<file path="config.mk">
export PLATFORM = sky130hd
export DESIGN_NAME = hawkeye_rrpv_set_policy_unit_flat
export DESIGN_NICKNAME = d
export VERILOG_FILES = /design/src/hdl/hrsp_pkg.sv /design/src/hdl/hrsp_if.sv /design/src/hdl/hawkeye_rrpv_set_policy_unit.sv /design/src/hdl/hrsp_ctrl.sv /design/src/hdl/hrsp_datapath.sv /design/src/flat_wrapper.sv
export SDC_FILE = /design/constraint.sdc
export NUM_CORES = 1
export LEC_CHECK = 0
export BUFFER_PORTS_ARGS = -buffer_cell sky130_fd_sc_hd__buf_2
export CORE_UTILIZATION = 48
export CTS_CLUSTER_SIZE = 14
export DETAILED_ROUTE_END_ITERATION = 10
export SLEW_MARGIN = 20
export SYNTH_ARGS = -nofsm -noshare
export SYNTH_HDL_FRONTEND = slang
export SYNTH_HIERARCHICAL = 1
export SYNTH_SLANG_ARGS = --single-unit
</file>
<file path="constraint.sdc">
create_clock -name clk -period 5.2 [get_ports clk]
set_clock_uncertainty 0.15 [all_clocks]
set_input_delay 0.26 -clock clk [delete_from_list [all_inputs] [get_ports clk]]
set_output_delay 0.26 -clock clk [all_outputs]
set_load 0.01 [all_outputs]
</file>
<file path="src/hdl/hrsp_pkg.sv">
`timescale 1ns / 1ps

package hrsp_pkg;

  // Field widths of the channel words and of the per-way state.
  localparam int WAY_W  = 4;
  localparam int AGE_W  = 3;
  localparam int RRPV_W = 3;

  // Default number of ways in the set.
  localparam int WAYS_DEFAULT = 16;

  // Re-reference values with a fixed meaning.
  localparam logic [RRPV_W-1:0] RRPV_MAX       = 3'd7;
  localparam logic [RRPV_W-1:0] RRPV_FRIENDLY  = 3'd0;
  localparam logic [RRPV_W-1:0] RRPV_AGE_LIMIT = 3'd6;

  // Number of distinct re-reference values.
  localparam int RRPV_LEVELS = 1 << RRPV_W;

  // The victim search looks at the ways in groups of this size.
  localparam int GRP_W = 3;
  localparam int GRP   = 1 << GRP_W;

  // Command codes carried in the cmd field.
  localparam logic CMD_ACCESS = 1'b0;
  localparam logic CMD_VICTIM = 1'b1;

  // Steps that the controller asks of the datapath.
  typedef struct packed {
    logic upd;   // apply an access word taken this cycle
    logic max;   // note which values are present in the set
    logic age;   // raise every way by the ageing amount
    logic find;  // look for ways at the maximum in every group
    logic emit;  // load the result register
  } ctl_cmd_t;

  // What the datapath reports back.
  typedef struct packed {
    logic out_free;  // the result register can take a new word
  } ctl_sts_t;

endpackage

</file>
<file path="src/hdl/hrsp_if.sv">
`timescale 1ns / 1ps

// Request channel: one access or victim request per word.
interface hrsp_in_if;
  logic                       valid;
  logic                       ready;
  logic                       cmd;
  logic [hrsp_pkg::WAY_W-1:0] way;
  logic                       averse;
  logic                       hit;

  modport source (output valid, output cmd, output way, output averse, output hit,
                  input ready);
  modport sink   (input valid, input cmd, input way, input averse, input hit,
                  output ready);
endinterface

// Result channel: one word per victim request.
interface hrsp_out_if;
  logic                       valid;
  logic                       ready;
  logic [hrsp_pkg::WAY_W-1:0] victim_way;
  logic [hrsp_pkg::AGE_W-1:0] aged_by;

  modport source (output valid, output victim_way, output aged_by, input ready);
  modport sink   (input valid, input victim_way, input aged_by, output ready);
endinterface

</file>
<file path="src/hdl/hawkeye_rrpv_set_policy_unit.sv">
`timescale 1ns / 1ps

// RRIP replacement state for one cache set, three bits per way, with a request
// channel and a result channel. An access word is taken and applied at the
// clock edge on which it is accepted, so accesses can stream at one per clock
// while no victim search runs. A victim request closes the request channel
// until the next free slot: the controller walks through finding which values
// are present, ageing every way, searching the ways in groups of eight for the
// maximum, and loading the result register. The result register decouples the
// two sides, so access words are taken while a result waits; a second victim
// request holds in its last step until the previous result has been taken.
// There is no clearing pass: all ways read zero straight out of reset.
module hawkeye_rrpv_set_policy_unit #(
  parameter int WAYS = hrsp_pkg::WAYS_DEFAULT
) (
  input  logic              clk,
  input  logic              rst_n,
  hrsp_in_if.sink           in_ch,
  hrsp_out_if.source        out_ch
);
  import hrsp_pkg::*;

  ctl_cmd_t cmd;
  ctl_sts_t sts;

  // Sequencer for the victim search.
  hrsp_ctrl u_ctrl (
    .clk      (clk),
    .rst_n    (rst_n),
    .in_valid (in_ch.valid),
    .in_cmd   (in_ch.cmd),
    .in_ready (in_ch.ready),
    .sts      (sts),
    .cmd      (cmd)
  );

  // Way values, search registers and result register.
  hrsp_datapath #(
    .WAYS (WAYS)
  ) u_datapath (
    .clk            (clk),
    .rst_n          (rst_n),
    .cmd            (cmd),
    .sts            (sts),
    .in_way         (in_ch.way),
    .in_averse      (in_ch.averse),
    .in_hit         (in_ch.hit),
    .out_valid      (out_ch.valid),
    .out_ready      (out_ch.ready),
    .out_victim_way (out_ch.victim_way),
    .out_aged_by    (out_ch.aged_by)
  );

`ifndef SYNTHESIS
  // A victim request closes the request channel for the following cycle.
  a_victim_blocks: assert property (@(posedge clk) disable iff (!rst_n)
    (in_ch.valid && in_ch.ready && in_ch.cmd == CMD_VICTIM) |=> !in_ch.ready)
    else $error("request channel open right after a victim request");

  // An access word never holds up the next one.
  a_access_streams: assert property (@(posedge clk) disable iff (!rst_n)
    (in_ch.valid && in_ch.ready && in_ch.cmd == CMD_ACCESS) |=> in_ch.ready)
    else $error("request channel closed after an access word");

  // The result register is loaded only when it is free.
  a_emit_free: assert property (@(posedge clk) disable iff (!rst_n)
    cmd.emit |-> (!out_ch.valid || out_ch.ready))
    else $error("result overwritten before it was taken");

  // A new result appears as the search ends and the request channel reopens.
  a_result_reopens: assert property (@(posedge clk) disable iff (!rst_n)
    $rose(out_ch.valid) |-> in_ch.ready)
    else $error("result shown while the search is still running");
`endif

endmodule

</file>
<file path="src/hdl/hrsp_ctrl.sv">
`timescale 1ns / 1ps

module hrsp_ctrl (
  input  logic               clk,
  input  logic               rst_n,
  input  logic               in_valid,
  input  logic               in_cmd,
  output logic               in_ready,
  input  hrsp_pkg::ctl_sts_t sts,
  output hrsp_pkg::ctl_cmd_t cmd
);
  import hrsp_pkg::*;

  typedef enum logic [2:0] {
    S_IDLE,
    S_MAX,
    S_AGE,
    S_FIND,
    S_EMIT
  } state_t;

  state_t state_r;
  logic   in_ready_r;
  logic   take;

  assign take     = in_valid && in_ready_r;
  assign in_ready = in_ready_r;

  // Sequence of a victim search; access words are handled in the idle state.
  always_ff @(posedge clk) begin
    if (!rst_n) begin
      state_r    <= S_IDLE;
      in_ready_r <= 1'b1;
    end else begin
      unique case (state_r)
        S_IDLE: begin
          if (take && in_cmd == CMD_VICTIM) begin
            state_r    <= S_MAX;
            in_ready_r <= 1'b0;
          end
        end
        S_MAX:  state_r <= S_AGE;
        S_AGE:  state_r <= S_FIND;
        S_FIND: state_r <= S_EMIT;
        S_EMIT: begin
          if (sts.out_free) begin
            state_r    <= S_IDLE;
            in_ready_r <= 1'b1;
          end
        end
        default: begin
          state_r    <= S_IDLE;
          in_ready_r <= 1'b1;
        end
      endcase
    end
  end

  // Decode the state into datapath steps.
  always_comb begin
    cmd = '0;
    unique case (state_r)
      S_IDLE:  cmd.upd  = take && in_cmd == CMD_ACCESS;
      S_MAX:   cmd.max  = 1'b1;
      S_AGE:   cmd.age  = 1'b1;
      S_FIND:  cmd.find = 1'b1;
      S_EMIT:  cmd.emit = sts.out_free;
      default: cmd = '0;
    endcase
  end

endmodule

</file>
<file path="src/hdl/hrsp_datapath.sv">
`timescale 1ns / 1ps

module hrsp_datapath #(
  parameter int WAYS = hrsp_pkg::WAYS_DEFAULT
) (
  input  logic                       clk,
  input  logic                       rst_n,
  input  hrsp_pkg::ctl_cmd_t         cmd,
  output hrsp_pkg::ctl_sts_t         sts,
  input  logic [hrsp_pkg::WAY_W-1:0] in_way,
  input  logic                       in_averse,
  input  logic                       in_hit,
  output logic                       out_valid,
  input  logic                       out_ready,
  output logic [hrsp_pkg::WAY_W-1:0] out_victim_way,
  output logic [hrsp_pkg::AGE_W-1:0] out_aged_by
);
  import hrsp_pkg::*;

  localparam int NGRP = (WAYS + GRP - 1) / GRP;
  localparam int IW   = ($clog2(WAYS) > WAY_W) ? $clog2(WAYS) : WAY_W;

  logic [RRPV_W-1:0]      rrpv_r   [WAYS];
  logic [RRPV_W-1:0]      rrpv_nxt [WAYS];
  logic [RRPV_LEVELS-1:0] pres_r;
  logic [RRPV_LEVELS-1:0] pres_nxt;
  logic [AGE_W-1:0]       age_r;
  logic [AGE_W-1:0]       age_nxt;
  logic [NGRP-1:0]        grp_any_r;
  logic [NGRP-1:0]        grp_any_nxt;
  logic [GRP_W-1:0]       grp_low_r   [NGRP];
  logic [GRP_W-1:0]       grp_low_nxt [NGRP];
  logic [IW-1:0]          vidx;
  logic                   out_valid_r;
  logic [WAY_W-1:0]       victim_way_r;
  logic [AGE_W-1:0]       aged_by_r;
  logic                   way_ok;

  assign way_ok = 32'(in_way) < WAYS;

  // Ageing amount: seven minus the largest value present in the set.
  always_comb begin
    logic [RRPV_W-1:0] maxv;
    maxv = RRPV_FRIENDLY;
    for (int v = 0; v < RRPV_LEVELS; v++) begin
      if (pres_r[v]) begin
        maxv = RRPV_W'(v);
      end
    end
    age_nxt = AGE_W'(RRPV_MAX - maxv);
  end

  // Per-way update for an access word or for the ageing step.
  always_comb begin
    for (int i = 0; i < WAYS; i++) begin
      rrpv_nxt[i] = rrpv_r[i];
      if (cmd.upd && way_ok) begin
        if (32'(in_way) == i) begin
          rrpv_nxt[i] = in_averse ? RRPV_MAX : RRPV_FRIENDLY;
        end else if (!in_averse && !in_hit && rrpv_r[i] < RRPV_AGE_LIMIT) begin
          rrpv_nxt[i] = rrpv_r[i] + 1'b1;
        end
      end else if (cmd.age) begin
        rrpv_nxt[i] = rrpv_r[i] + RRPV_W'(age_nxt);
      end
    end
  end

  // Which values occur anywhere in the set.
  always_comb begin
    pres_nxt = '0;
    for (int i = 0; i < WAYS; i++) begin
      pres_nxt[rrpv_r[i]] = 1'b1;
    end
  end

  // Lowest way at the maximum within each group of ways.
  always_comb begin
    int idx;
    for (int g = 0; g < NGRP; g++) begin
      grp_any_nxt[g] = 1'b0;
      grp_low_nxt[g] = '0;
      for (int j = GRP - 1; j >= 0; j--) begin
        idx = g * GRP + j;
        if (idx < WAYS) begin
          if (rrpv_r[idx] == RRPV_MAX) begin
            grp_any_nxt[g] = 1'b1;
            grp_low_nxt[g] = GRP_W'(j);
          end
        end
      end
    end
  end

  // The lowest group with a hit gives the victim.
  always_comb begin
    vidx = '0;
    for (int g = NGRP - 1; g >= 0; g--) begin
      if (grp_any_r[g]) begin
        vidx = IW'(g * GRP) + IW'(grp_low_r[g]);
      end
    end
  end

  // Way values and the result flag.
  always_ff @(posedge clk) begin
    if (!rst_n) begin
      for (int i = 0; i < WAYS; i++) begin
        rrpv_r[i] <= RRPV_FRIENDLY;
      end
      out_valid_r <= 1'b0;
    end else begin
      rrpv_r <= rrpv_nxt;
      if (cmd.emit) begin
        out_valid_r <= 1'b1;
      end else if (out_ready) begin
        out_valid_r <= 1'b0;
      end
    end
  end

  // Intermediate results of the victim search and the result word.
  always_ff @(posedge clk) begin
    if (cmd.max) begin
      pres_r <= pres_nxt;
    end
    if (cmd.age) begin
      age_r <= age_nxt;
    end
    if (cmd.find) begin
      grp_any_r <= grp_any_nxt;
      grp_low_r <= grp_low_nxt;
    end
    if (cmd.emit) begin
      victim_way_r <= vidx[WAY_W-1:0];
      aged_by_r    <= age_r;
    end
  end

  assign sts.out_free    = !out_valid_r || out_ready;
  assign out_valid       = out_valid_r;
  assign out_victim_way  = victim_way_r;
  assign out_aged_by     = aged_by_r;

endmodule
</file>
<file path="src/flat_wrapper.sv">
// flat-port wrapper written by rule: the top's interface ports become plain ports
module hawkeye_rrpv_set_policy_unit_flat import hrsp_pkg::*;
#(
  parameter int WAYS = hrsp_pkg::WAYS_DEFAULT
)
  (clk, rst_n, in_ch_valid, in_ch_cmd, in_ch_way, in_ch_averse, in_ch_hit, in_ch_ready, out_ch_valid, out_ch_victim_way, out_ch_aged_by, out_ch_ready);
  hrsp_in_if in_ch_i ();
  hrsp_out_if out_ch_i ();
  input  logic clk;
  input  logic rst_n;
  input wire logic [$bits(in_ch_i.valid)-1:0] in_ch_valid;
  input wire logic [$bits(in_ch_i.cmd)-1:0] in_ch_cmd;
  input wire logic [$bits(in_ch_i.way)-1:0] in_ch_way;
  input wire logic [$bits(in_ch_i.averse)-1:0] in_ch_averse;
  input wire logic [$bits(in_ch_i.hit)-1:0] in_ch_hit;
  output wire logic [$bits(in_ch_i.ready)-1:0] in_ch_ready;
  output wire logic [$bits(out_ch_i.valid)-1:0] out_ch_valid;
  output wire logic [$bits(out_ch_i.victim_way)-1:0] out_ch_victim_way;
  output wire logic [$bits(out_ch_i.aged_by)-1:0] out_ch_aged_by;
  input wire logic [$bits(out_ch_i.ready)-1:0] out_ch_ready;
  assign in_ch_i.valid = in_ch_valid;
  assign in_ch_i.cmd = in_ch_cmd;
  assign in_ch_i.way = in_ch_way;
  assign in_ch_i.averse = in_ch_averse;
  assign in_ch_i.hit = in_ch_hit;
  assign in_ch_ready = in_ch_i.ready;
  assign out_ch_valid = out_ch_i.valid;
  assign out_ch_victim_way = out_ch_i.victim_way;
  assign out_ch_aged_by = out_ch_i.aged_by;
  assign out_ch_i.ready = out_ch_ready;
  hawkeye_rrpv_set_policy_unit #(.WAYS(WAYS)) u_core (.clk(clk), .rst_n(rst_n), .in_ch(in_ch_i), .out_ch(out_ch_i));
endmodule
</file>
* After elaboration in Yosys (flattened, before gate mapping) *
Index checks and enable logic that the tools add are counted.

operators by class
  bitwise logic cells = 18
  reduce and logical (&&, ||, !) cells = 70
  equality and inequality tests = 53
  mux-type cells = 135
  order comparisons = 48
  $add $sub $neg = 34

operator list
  operator               number
  $mux W3                81
  $or A8 B8 Y8           15
  $lt A3 B4 Y1 const B   16
  $eq A3 B3 Y1 const B   17
  $add A3 B1 Y3 const B  16
  $add A3 B3 Y3          16
  $demux W1 S3           16
  $ge A3 B1 Y1 const B   16
  $lt A3 B3 Y1 const B   16
  $ne A3 B3 Y1 const B   16
  $logic_and A1 B1 Y1    36
  $reduce_and A2 Y1      17
  $eq A4 B4 Y1 const B   8
  $mux W1                30
  $eq A4 B3 Y1 const B   4
  $pmux W3 S5            1
  $reduce_or A7 Y1       2
  $mux W2                6
  $eq A4 B2 Y1 const B   2
  $reduce_or A4 Y1       2
  $eq A3 B2 Y1 const B   2
  $reduce_or A2 Y1       3
  $add A4 B3 Y4 const A  1
  $eq A4 B1 Y1 const B   1
  12 further kinds       18

word-level totals
  word-level logic and storage cells = 390
  input bits = 11
  output and inout port bits = 9
  bits in registers = 79

* Depth between registers and ports, before layout *
Gate-level depths: netlist of run 1.

  depth in word-level cells = 19
  gate-level depth with buffers = 11

* Hierarchy *
The synthesis of run 1 kept the hierarchy.

modules (own cells, without submodules)
  module         times used  seq. area each (um^2)  area each (um^2)  cells each
  hrsp_datapath  1           1731.7                 6394.9            767
  hrsp_ctrl      1           80.1                   229.0             26

* Worst setup path before layout of run 1 *
OpenSTA, ideal clock, no wires.

  kind = reg-to-reg
  from = reg u_core.u_datapath.pres_r[4]
  to = reg u_core/u_datapath/rrpv_r[13] in the netlist's numbering
  required time = 4964 ps
  library setup time = 86 ps
  setup slack = 1133 ps
  data arrival time = 3832 ps
  stages on the path, launching flop included = 6
  buffers on the path = 0
  cells stage by stage = edfxtp_1 -> o31ai_1 -> fa_1 -> o22ai_1 -> a21oi_1 -> a211oi_1

between the ends
  cells in the longest elaborated chain, start to end = 8

ends and longest elaborated chain
  what                      line                  RTL
  start: declaration        hrsp_datapath.sv:25   logic [RRPV_LEVELS-1:0] pres_r;
  start signal: assignment  hrsp_datapath.sv:125  pres_r <= pres_nxt;
  $mux W3 (4 in series)     hrsp_datapath.sv:46   if (pres_r[v]) begin
  $sub A3 B3 Y3             hrsp_datapath.sv:50   age_nxt = AGE_W'(RRPV_MAX - maxv);
  $add A3 B3 Y3             hrsp_datapath.sv:64   rrpv_nxt[i] = rrpv_r[i] + RRPV_W'(age_nxt);
  $mux W3                   hrsp_datapath.sv:63   end else if (cmd.age) begin
  $mux W3                   hrsp_datapath.sv:57   if (cmd.upd && way_ok) begin
  end signal: assignment    hrsp_datapath.sv:113  rrpv_r <= rrpv_nxt;
  end: declaration          hrsp_datapath.sv:23   logic [RRPV_W-1:0] rrpv_r [WAYS];

Every way passes these cells. The select of a mux whose other input is x is not followed.
A chain may end at the register's enable or synchronous reset.

==> metrics, run 1 <==
outcome finished clean; wire per inst 21.5 um; Buffers on Ports 19; post-synthesis cell type count 65; fill count between 1k and 1.5k; Mean Syn Cell Area 8.35 sq um; post-cts sizing count 0; CTS clk-pin slew, worst paths 0.07 ns; drt total wl around 20000 um; CTS tree done; Post-synth EDFFs 25; register area 1810 sq um; setup repair after global routing missed its margin false; Seq/Total Area, Yosys a little over a quarter; Buf/Inv on CP 2; Final GP Congestion 0.925; die height 119 um; CP max stage delay around 0.61 ns; Crit Path Max Fanout just under 60; Final Util 52.9%; crit path from u_core/u_ctrl/state_r[1]$_SDFFE_PN0P_; static leakage between 2 and 3 nW; CP Launch Type register; root buffer cell clkbuf_16; Core Rows 42; ANT cells 0; worst-margin pin slew about 1.1 ns; total track usage between 20% and 30%; Most used DFF post-synth dfxtp_1; post-CTS setup buffers 0; Max-Cap Viols 0; Post-synth ARST share 0%; Hold Crit Start out_ch_ready; TritonRoute pass-1 iters 5; I/O pin count 20; largest net degree at the start of global routing 59; Mapped Cells ~800; Clock Latency Late Sink between 0.3 and 0.4 ns; Pwr Density around 300 nW/um^2; Max Slew Vio Count 0; slew margin rel. about a quarter; area of the multi-input gates 4340 sq um; Max Buffers Root-to-Sink 2; post-synthesis cell area 6620 sq um; total negative slack 0 ns; FF-to-FF setup slack 2.23 ns; initial antenna violation count 0; min Tclk post-route 2.97 ns; Crit-path slowest cell buf_4; global-route wire length before repair 32500 um; CP required 5.34 ns; DR iter-0 viols ~680; Area Growth Syn to Fin 6.59%; nets@finish roughly 840; crit-path cells nor2_1 -> nand3_1 -> nor3_2 -> buf_4 -> inv_2 -> nor3b_1 -> o31ai_1 -> a21oi_1; CTS buffer count 9; share of cells above drive strength 1 roughly 8.5%; Seq cells post-synth a little under 80; hold buffer count at cts 0; Post-Syn Nets a little under 900; Detail Route Antenna Nets 0; Max Fclk 0.336 GHz; CP delay by family, top buffers and inverters; grt total ovfl 0; core area approximately 13000 sq um; vias in the first global route 5973; drt via density 6.48; Fin. Hold Viols 0; residual DRC count 0; Die X 119 um; final worst path period share between 50% and 60%; reg2reg start u_core/u_ctrl/state_r[1]$_SDFFE_PN0P_; Sinks on Clock Net 78; crit path kind register to register; CTS HTree Levels 3; Syn. warnings 6; Vias between 6k and 7k; crit path DAT 3.11 ns; hold crit path type input pin to register; die area 14300 sq um; Worst setup EP type register; post-DP HPWL about 14000 um; maximum VDD drop 0.000170 V; endpoints failing setup 0; initial core utilization between 40% and 50%
==> cells by family after synthesis <==
family | count (synthesis) | share of synthesized area, %
muxes | 7 | 1.19
adders and majority gates | 64 | 13.9
DFF | 78 | 27.4
xor gates and xnor gates | 33 | 4.36
and+or+nand+nor | 315 | 25.0
AOI/OAI and AO/OA | 178 | 20.6
buffers and inverters | 118 | 7.65
==> tightest hold or removal path, cell delays in order <==
cell,delay [ns]
buf_2,0.07
nand2b_1,0.16
a21oi_1,0.09
==> cell usage after synthesis, types with 4 or more instances <==
library cell	n	area, sq um
nand2_1	81	304
nor2_1	65	244
inv_1	56	210
dfxtp_1	53	1060
ha_1	48	601
clkbuf_1	41	154
nand3_1	30	150
o32ai_1	27	236
a211oi_1	25	188
edfxtp_1	25	751
nor3_1	21	105
a21oi_1	20	100
o22ai_1	19	119
a31oi_1	17	106
xnor2_1	17	149
a211o_1	16	140
fa_1	16	320
xor2_1	16	140
nor3b_1	15	113
o31ai_1	14	105
and3_1	13	81.3
nor4_1	13	81.3
nand4_1	12	75.1
and2_1	9	56.3
buf_2	9	45.0
or3_1	8	50.1
nand2b_1	7	43.8
nor2b_1	7	43.8
a22oi_1	6	45.0
nand4bb_1	6	67.6
o21ai_0	6	30.0
buf_6	5	56.3
nand4b_1	5	43.8
buf_4	4	30.0
nand3b_1	4	30.0
nor4b_1	4	35.0
o2111ai_1	4	35.0
or4_1	4	30.0
==> state kept, by name (all words and copies together) (netlist names) <==
signal,count
u_core/u_datapath/rrpv_r,48
u_core/u_datapath/pres_r,7
u_core/u_datapath/grp_low_r,6
u_core/u_datapath/out_victim_way,4
u_core/u_ctrl/state_r,3
u_core/u_datapath/age_r,3
u_core/u_datapath/out_aged_by,3
u_core/u_datapath/grp_any_r,2
u_core/u_ctrl/in_ready,1
u_core/u_datapath/out_valid,1
==> power breakdown <==
part	internal, W	switching, W
Clock	0.000428	0.000294
Combinational	0.000230	0.000339
Sequential	0.000687	0.000128
==> stage by stage <==
step	worst slack, ns	hold WS [ns]	cells	cell area, sq um	power, W
final	2.23	0.123	949	7060	0.00211
after global routing	2.02	0.161	949	7060	0.00221
after CTS	2.06	0.106	949	7050	0.00210
after detailed placement	2.06	0.260	933	6720	0.00138
after global placement	2.14	0.254	933	6720	0.00137
after floorplan	1.13	0.190	793	6620	0.00122
==> area by class of cell <==
cell class                      count  area share (%)
Clock buffer                        9            3.19
Clock inverter                      7            1.49
Inverter                           57            3.03
Multi-Input combinational cell    597            61.5
Sequential cell                    78            25.7
Tap cell                          176            3.12
Timing Repair Buffer               25            1.98
==> cell usage in the layout, fill, tap and decap left out, types with 15 or more instances in the layout <==
master	Yosys	layout
ha_1	48	48
edfxtp_1	25	25
o32ai_1	27	27
o22ai_1	19	19
a21oi_1	20	19
nand2_1	81	81
nor3b_1	15	15
xor2_1	16	16
nor3_1	21	20
buf_2	9	19
fa_1	16	16
a211oi_1	25	25
nand3_1	30	30
nor2_1	65	64
a211o_1	16	16
inv_1	56	56
dfxtp_1	53	53
xnor2_1	17	17
a31oi_1	17	17
==> metal layers <==
layer	share of wire, %	track usage (%)
met1	45	39.7
met2	47	47.4
met3	5.8	4.02
met4	2.8	12.6
met5	0	0
==> worst paths after layout <==
kind                                                      to  cells past startpoint
hold reg to reg   u_core/u_datapath/out_aged_by[0]$_DFFE_PP_                      0
setup / recovery   u_core/u_datapath/rrpv_r[21]$_SDFFE_PN0P_                      8
hold / removal      u_core/u_datapath/out_valid$_SDFFE_PN0P_                      3
setup reg to reg   u_core/u_datapath/rrpv_r[21]$_SDFFE_PN0P_                      8
Power figures use the tool's default switching activity.
==> run 2, diff against run 1 <==
--- a/config.mk
+++ b/config.mk
@@ -5,10 +5,12 @@
 export SDC_FILE = /design/constraint.sdc
 export NUM_CORES = 1
 export LEC_CHECK = 0
+export ABC_AREA = 1
 export BUFFER_PORTS_ARGS = -buffer_cell sky130_fd_sc_hd__buf_2
 export CORE_UTILIZATION = 48
 export CTS_CLUSTER_SIZE = 14
 export DETAILED_ROUTE_END_ITERATION = 10
+export PLACE_DENSITY = 0.67
 export SLEW_MARGIN = 20
 export SYNTH_ARGS = -nofsm -noshare
 export SYNTH_HDL_FRONTEND = slang
==> constraint.sdc (replaced) <==
create_clock -name clk -period 2.5 [get_ports clk]
set_clock_uncertainty 0.15 [all_clocks]
set_input_delay 0.125 -clock clk [delete_from_list [all_inputs] [get_ports clk]]
set_output_delay 0.125 -clock clk [all_outputs]
set_load 0.01 [all_outputs]
==> metrics, run 2 <==
outcome finished clean; crit path kind register to register; final worst path period share 98.5%; Fin. Hold Viols 0; Die X 122 um; CTS HTree Levels 3; Post-Syn Nets roughly 1.2k; CTS tree done; Max Buffers Root-to-Sink 2; worst r2r path cells 15; Crit Path Max Fanout 6; root buffer cell clkbuf_16; most frequent cell after synthesis nand2_1; Pwr Density 883 nW/um^2; slew margin rel. between 50% and 60%; most frequent cells after synthesis nand2_1 (375), nand3_1 (209), nor2_1 (112), inv_1 (106), dfxtp_1 (53); grt total ovfl 0; post-synthesis cell type count 35; top cells by area, synth nand2_1 (20%), dfxtp_1 (15%), nand3_1 (15%); Final Util between 50% and 60%; CP required approximately 2.6 ns; hold path cells 5; endpoints failing setup 0; Max-Cap Viols 0; Max Slew Vio Count 0; vias in the first global route approximately 6.4k; ANT cells 0; commonest non-fill, non-tap cell in the layout nand2_1; initial antenna violation count 0; total negative slack 0 ns; DR iter-0 viols ~740; share of cells above drive strength 1 approximately an eighth; worst-margin pin slew 0.668 ns; Syn. warnings 6; die height between 100 and 150 um; post-synthesis cell area ~6900 sq um; Detail Route Antenna Nets 0; drt via density around 5.6; initial core utilization 49.5%; wire per inst ~17 um; TritonRoute pass-1 iters 5; Sinks on Clock Net between 70 and 80; crit path DAT around 2.6 ns; I/O pin count 20; global-route wire length before repair between 30000 and 40000 um; Buffers on Ports 19; die area 14900 sq um; Most used DFF post-synth dfxtp_1; Core Rows 43; nets@finish ~1.2k; hold crit path type input pin to register; Max Fclk around 0.4 GHz; core area ~14000 sq um; CTS clk-pin slew, worst paths approximately 0.07 ns; cell taking the most area after synthesis nand2_1; commonest non-fill, non-tap cells in the layout nand2_1 (375), nand3_1 (208), nor2_1 (112); Seq cells post-synth 78; drt total wl roughly 22000 um; Vias about 7.3k; Hold Crit Start in_ch_valid; residual DRC count 0; reg2reg start u_core/u_datapath/pres_r[3]$_DFFE_PP_; min Tclk post-route 2.46 ns; FF-to-FF setup slack 0.04 ns; Worst R2R End u_core/u_datapath/rrpv_r[20]$_SDFFE_PN0P_; Mapped Cells approximately 1.1k; Post-synth ARST share 0%; Post-synth EDFFs 25; Worst setup EP type register; CTS buffer count 9; Clock Latency Late Sink around 0.35 ns; setup repair after global routing missed its margin true; Mean Syn Cell Area 6.32 sq um; worst hold endpoint u_core/u_ctrl/state_r[0]$_SDFFE_PN0P_; Top Registers u_core/u_datapath/rrpv_r: 48 flops, u_core/u_datapath/pres_r: 7 flops, u_core/u_datapath/grp_low_r: 6 flops; Final GP Congestion around 0.94; Seq/Total Area, Yosys between 20% and 30%; CP Launch Type register; post-synth top area share between 20% and 30%; max FFs per register between 40 and 50; total track usage a little under a third; static leakage roughly 3.8 nW; largest net degree at the start of global routing 50; maximum VDD drop approximately 0.00042 V; largest reg by FF count u_core/u_datapath/rrpv_r; Area Growth Syn to Fin 12.2%; post-DP HPWL 15800 um
[run 2: changes by cell type after synthesis, moves of 15 or more]
cell | previous run | this run
xnor2_1 | 17 | 0
nand3_1 | 30 | 209
inv_1 | 56 | 106
nor2_1 | 65 | 112
nand2_2 | 2 | 17
xor2_1 | 16 | 0
a31oi_1 | 17 | 0
a211oi_1 | 25 | 0
a211o_1 | 16 | 0
o22ai_1 | 19 | 3
nand2_1 | 81 | 375
clkbuf_1 | 41 | 12
o32ai_1 | 27 | 0
nor3b_1 | 15 | 0
[run 2: logic make-up after synthesis]
kind of cell / count (synthesis) / share of synthesized area (%)
AND/OR/NAND/NOR: 767 / 48.1
buffers and inverters: 141 / 8.36
flip-flops: 78 / 26.1
adder cells (fa/ha/maj): 64 / 13.3
AO/OA/AOI/OAI: 47 / 4.08
[run 2: worst max path at each step]
stage	start	cells after the start	slack, ns	end
6_report	u_core/u_datapath/pres_r[3]$_DFFE_PP_	15	0.04	u_core/u_datapath/rrpv_r[20]$_SDFFE_PN0P_
5_1_grt	u_core/u_datapath/pres_r[3]$_DFFE_PP_	15	-0.1	u_core/u_datapath/rrpv_r[47]$_SDFFE_PN0P_
4_1_cts	u_core/u_datapath/pres_r[3]$_DFFE_PP_	15	0.10	u_core/u_datapath/rrpv_r[20]$_SDFFE_PN0P_
3_5_place_dp	u_core/u_datapath/pres_r[3]$_DFFE_PP_	15	0.13	u_core/u_datapath/rrpv_r[8]$_SDFFE_PN0P_
3_3_place_gp	u_core/u_datapath/pres_r[1]$_DFFE_PP_	15	0.16	u_core/u_datapath/rrpv_r[35]$_SDFFE_PN0P_
2_1_floorplan	u_core/u_datapath/pres_r[4]$_DFFE_PP_	8	0.02	u_core/u_datapath/rrpv_r[40]$_SDFFE_PN0P_
[run 2: per-layer routing]
layer | wire length, um | up-vias | track usage (%)
li1 | - | 3623 | -
met1 | 9310 | 3330 | 40.6
met2 | 9650 | 318 | 46.4
met3 | 1970 | 64 | 5.95
met4 | 803 | 0 | 13.3
met5 | 0 | - | 0
[run 2: power by group]
| group | internal [W] | leakage, nW | switching (W) |
|---|---|---|---|
| Sequential | 0.00162 | 0.663 | 0.000491 |
| Clock | 0.000695 | 0.135 | 0.000613 |
| Combinational | 0.00131 | 3.04 | 0.00214 |
[run 2: final cells by class]
type                    count  area [sq um]
clock buffers               9           225
clock inverters             7          61.3
fillers                  1422          6220
inverters                 109           409
multi-input cells         878          4660
flip-flops and latches     78          1810
well taps                 180           225
repair buffers             44           378
[run 2: critical path, stage by stage, from the launching register on]
cell      delay, ns
edfxtp_1       0.41
a21oi_2        0.14
o21bai_2       0.09
a21oi_4        0.29
buf_12         0.18
ha_1           0.15
inv_1          0.05
fa_2           0.34
inv_1          0.08
nand2_1        0.05
nand2_1        0.08
nand2_1        0.06
nand3_1        0.10
nand2_1        0.06
nor2_1         0.08
nor2_1         0.05
[run 2: what timing repair did]
| item | 4_1_cts | 5_1_grt |
|---|---|---|
| buffers inserted | 0 | 2 |
| endpoints found under the setup margin | 0 | 16 |
| endpoints found under the hold margin | 4 | 0 |
| hold buffers | 3 | 0 |
| gates resized for setup | 0 | 49 |
[run 2: through the flow]
stage               cells  worst slack (ns)  total power (W)  hold WS (ns)  area (sq um)
finish               1305            0.0382          0.00687        0.0329          7770
floorplan            1097            0.0156          0.00445        0.0926          6930
global placement     1283             0.164          0.00530         0.255          7290
global route         1305           -0.0961          0.00745        0.0508          7770
CTS                  1302             0.101          0.00668        0.0238          7610
detailed placement   1283             0.127          0.00535         0.269          7290
==> run 3, diff against run 2 <==
--- a/config.mk
+++ b/config.mk
@@ -7,10 +7,12 @@
 export LEC_CHECK = 0
 export ABC_AREA = 1
 export BUFFER_PORTS_ARGS = -buffer_cell sky130_fd_sc_hd__buf_2
-export CORE_UTILIZATION = 48
+export CELL_PAD_IN_SITES_DETAIL_PLACEMENT = 0
+export CELL_PAD_IN_SITES_GLOBAL_PLACEMENT = 1
+export CORE_UTILIZATION = 41
 export CTS_CLUSTER_SIZE = 14
 export DETAILED_ROUTE_END_ITERATION = 10
-export PLACE_DENSITY = 0.67
+export PLACE_DENSITY_LB_ADDON = 0.1
 export SLEW_MARGIN = 20
 export SYNTH_ARGS = -nofsm -noshare
 export SYNTH_HDL_FRONTEND = slang
==> metrics, run 3 (same netlist as run 2, synthesis figures left out) <==
Clk pwr share between 10% and 20%; post-DP HPWL 17400 um; Crit Path Max Fanout 7; ANT cells 0; CTS HTree Levels 3; endpoints failing setup 0; Core Rows 47; commonest non-fill, non-tap cell in the layout nand2_1; outcome finished clean; Max Slew Vio Count 0; Clock Latency Late Sink 0.36 ns; die height roughly 130 um; share of cells above drive strength 1 11.7%; I/O pin count 20; maximum VDD drop slightly above 0.0004 V; initial core utilization a little over two fifths; Max Buffers Root-to-Sink 2; setup ws final approximately 0.14 ns; Max-Cap Viols 0; sw frac a little under half; Sinks on Clock Net 78; core area about 17000 sq um; Logic pwr share 49.8%; reg2reg start u_core/u_datapath/pres_r[2]$_DFFE_PP_; CTS buffer count 9; CTS tree done; Vias just over 7k; Area Growth Syn to Fin 12.1%; sequential power share a little under a third; Buf/Inv on CP 4; fill count ~1.8k; static leakage 3.83 nW; initial antenna violation count 0; vias in the first global route ~6.6k; crit-path cells inv_1 -> a21oi_1 -> o21bai_1 -> a21oi_2 -> buf_6 -> ha_1 -> inv_1 -> fa_2 -> inv_2 -> nand2_1 -> nand2_1 -> nand2_1 -> nand3_1 -> nand2_1 -> nor2_1 -> nor2_1; Placed Area about 7400 sq um; Psw ~0.0033 W; drt via density around 5.4; setup repair after global routing missed its margin true; Crit-path slowest cell fa_2; Detail Route Antenna Nets 0; cell mode on critical path nand2_1; nets@finish between 1k and 1.5k; root buffer cell clkbuf_16; drt total wl 23200 um; CTS clk-pin slew, worst paths about 0.070 ns; final cell count without fillers ~1.3k; Placed Cells 1327; largest reg by FF count u_core/u_datapath/rrpv_r; CP delay by family, top adder cells; grt total ovfl 0; Final Util between 40 and 50%; max FFs per register between 40 and 50; residual DRC count 0; Die X 132 um; DR iter-0 viols 513; Worst setup EP type register; worst-margin pin slew roughly 0.66 ns; largest net degree at the start of global routing 33; crit path DAT around 2.5 ns; min Tclk post-route 2.36 ns; total track usage 27.6%; hold crit path type input pin to register; final worst path period share 94.5%; wire per inst 17.3 um; commonest non-fill, non-tap cells in the layout nand2_1 (375), nand3_1 (209), nor2_1 (111); Hold Crit Start in_ch_valid; Place WS approximately 0.11 ns; Fin. Hold Viols 0; crit path from u_core/u_datapath/pres_r[2]$_DFFE_PP_; CP Launch Type register; TritonRoute pass-1 iters 5; crit path kind register to register; Final GP Congestion ~0.9; die area roughly 17000 sq um; Top Registers u_core/u_datapath/rrpv_r: 48 flops, u_core/u_datapath/pres_r: 7 flops, u_core/u_datapath/grp_low_r: 6 flops; total negative slack 0 ns; final instance area slightly below 8000 sq um; post-CTS setup buffers 0; Max Fclk 0.423 GHz; Pwr Density 882 nW/um^2; global-route wire length before repair around 36000 um; Buffers on Ports 19; CP max stage delay between 0.3 and 0.4 ns; CP required about 2.6 ns; Int Power 0.00359 W; slew margin rel. a little under three fifths
## run 3: cell count changes in the layout (fill, tap and decap cells not counted), moves of 2 or more
cell	previous run	this run
inv_2	20	15
clkinv_4	0	2
inv_1	88	93
dlygate4sd3_1	3	1
inv_6	4	1
## run 3: area by class of cell
| cell class | count | area (sq um) | share of cell area (%) |
|---|---|---|---|
| sequential | 78 | 1810 | 23.3 |
| multi-input combinational | 878 | 4630 | 59.6 |
| tap | 220 | 275 | 3.54 |
| timing repair buffer | 43 | 364 | 4.69 |
| inverter | 109 | 409 | 5.27 |
| clock inverter | 7 | 56.3 | 0.725 |
| clock buffer | 9 | 225 | 2.90 |
## run 3: metrics by stage
stage,total power (W),hold slack (ns)
2_1_floorplan,0.00445,0.0926
3_3_place_gp,0.00544,0.254
3_5_place_dp,0.00543,0.256
4_1_cts,0.00678,0.0416
5_1_grt,0.00748,0.0833
6_report,0.00686,0.0497
## run 3: metal layers
metal	GRT usage [%]	vias to the layer above	part of all wire, %
met3	4.92	43	6.4
li1	-	3627	-
met1	38.1	3329	47
met4	10.1	0	2.9
met2	42.9	235	43
met5	0	-	0
## run 3: power groups by stage
stage	clock, W	combinational, W	sequential [W]
after global routing	0.00140	0.00392	0.00217
after global placement	0	0.00331	0.00213
after detailed placement	0	0.00331	0.00212
after floorplan	0	0.00251	0.00193
final	0.00132	0.00342	0.00212
after CTS	0.00136	0.00333	0.00209
## run 3: final timing paths
| path | endpoint | slack, ns | cells after the start |
|---|---|---|---|
| worst min-delay path | u_core/u_ctrl/state_r[0]$_SDFFE_PN0P_ | 0.05 | 5 |
| worst max register to register | u_core/u_datapath/rrpv_r[44]$_SDFFE_PN0P_ | 0.14 | 16 |
| worst max-delay path | u_core/u_datapath/rrpv_r[44]$_SDFFE_PN0P_ | 0.14 | 16 |
| worst min register to register | u_core/u_datapath/out_aged_by[2]$_DFFE_PP_ | 0.27 | 0 |
## run 3: tightest hold or removal path, cell delays in order
cell and delay (ns):
buf_2 0.10, nand3_1 0.08, nand3_1 0.09, nand2_1 0.07, nor3_1 0.04
## run 3: timing repair
item,CTS,global route
hold buffers,1,0
endpoints found under the setup margin,0,17
gates resized for setup,0,39
hold endpoints to repair,1,0
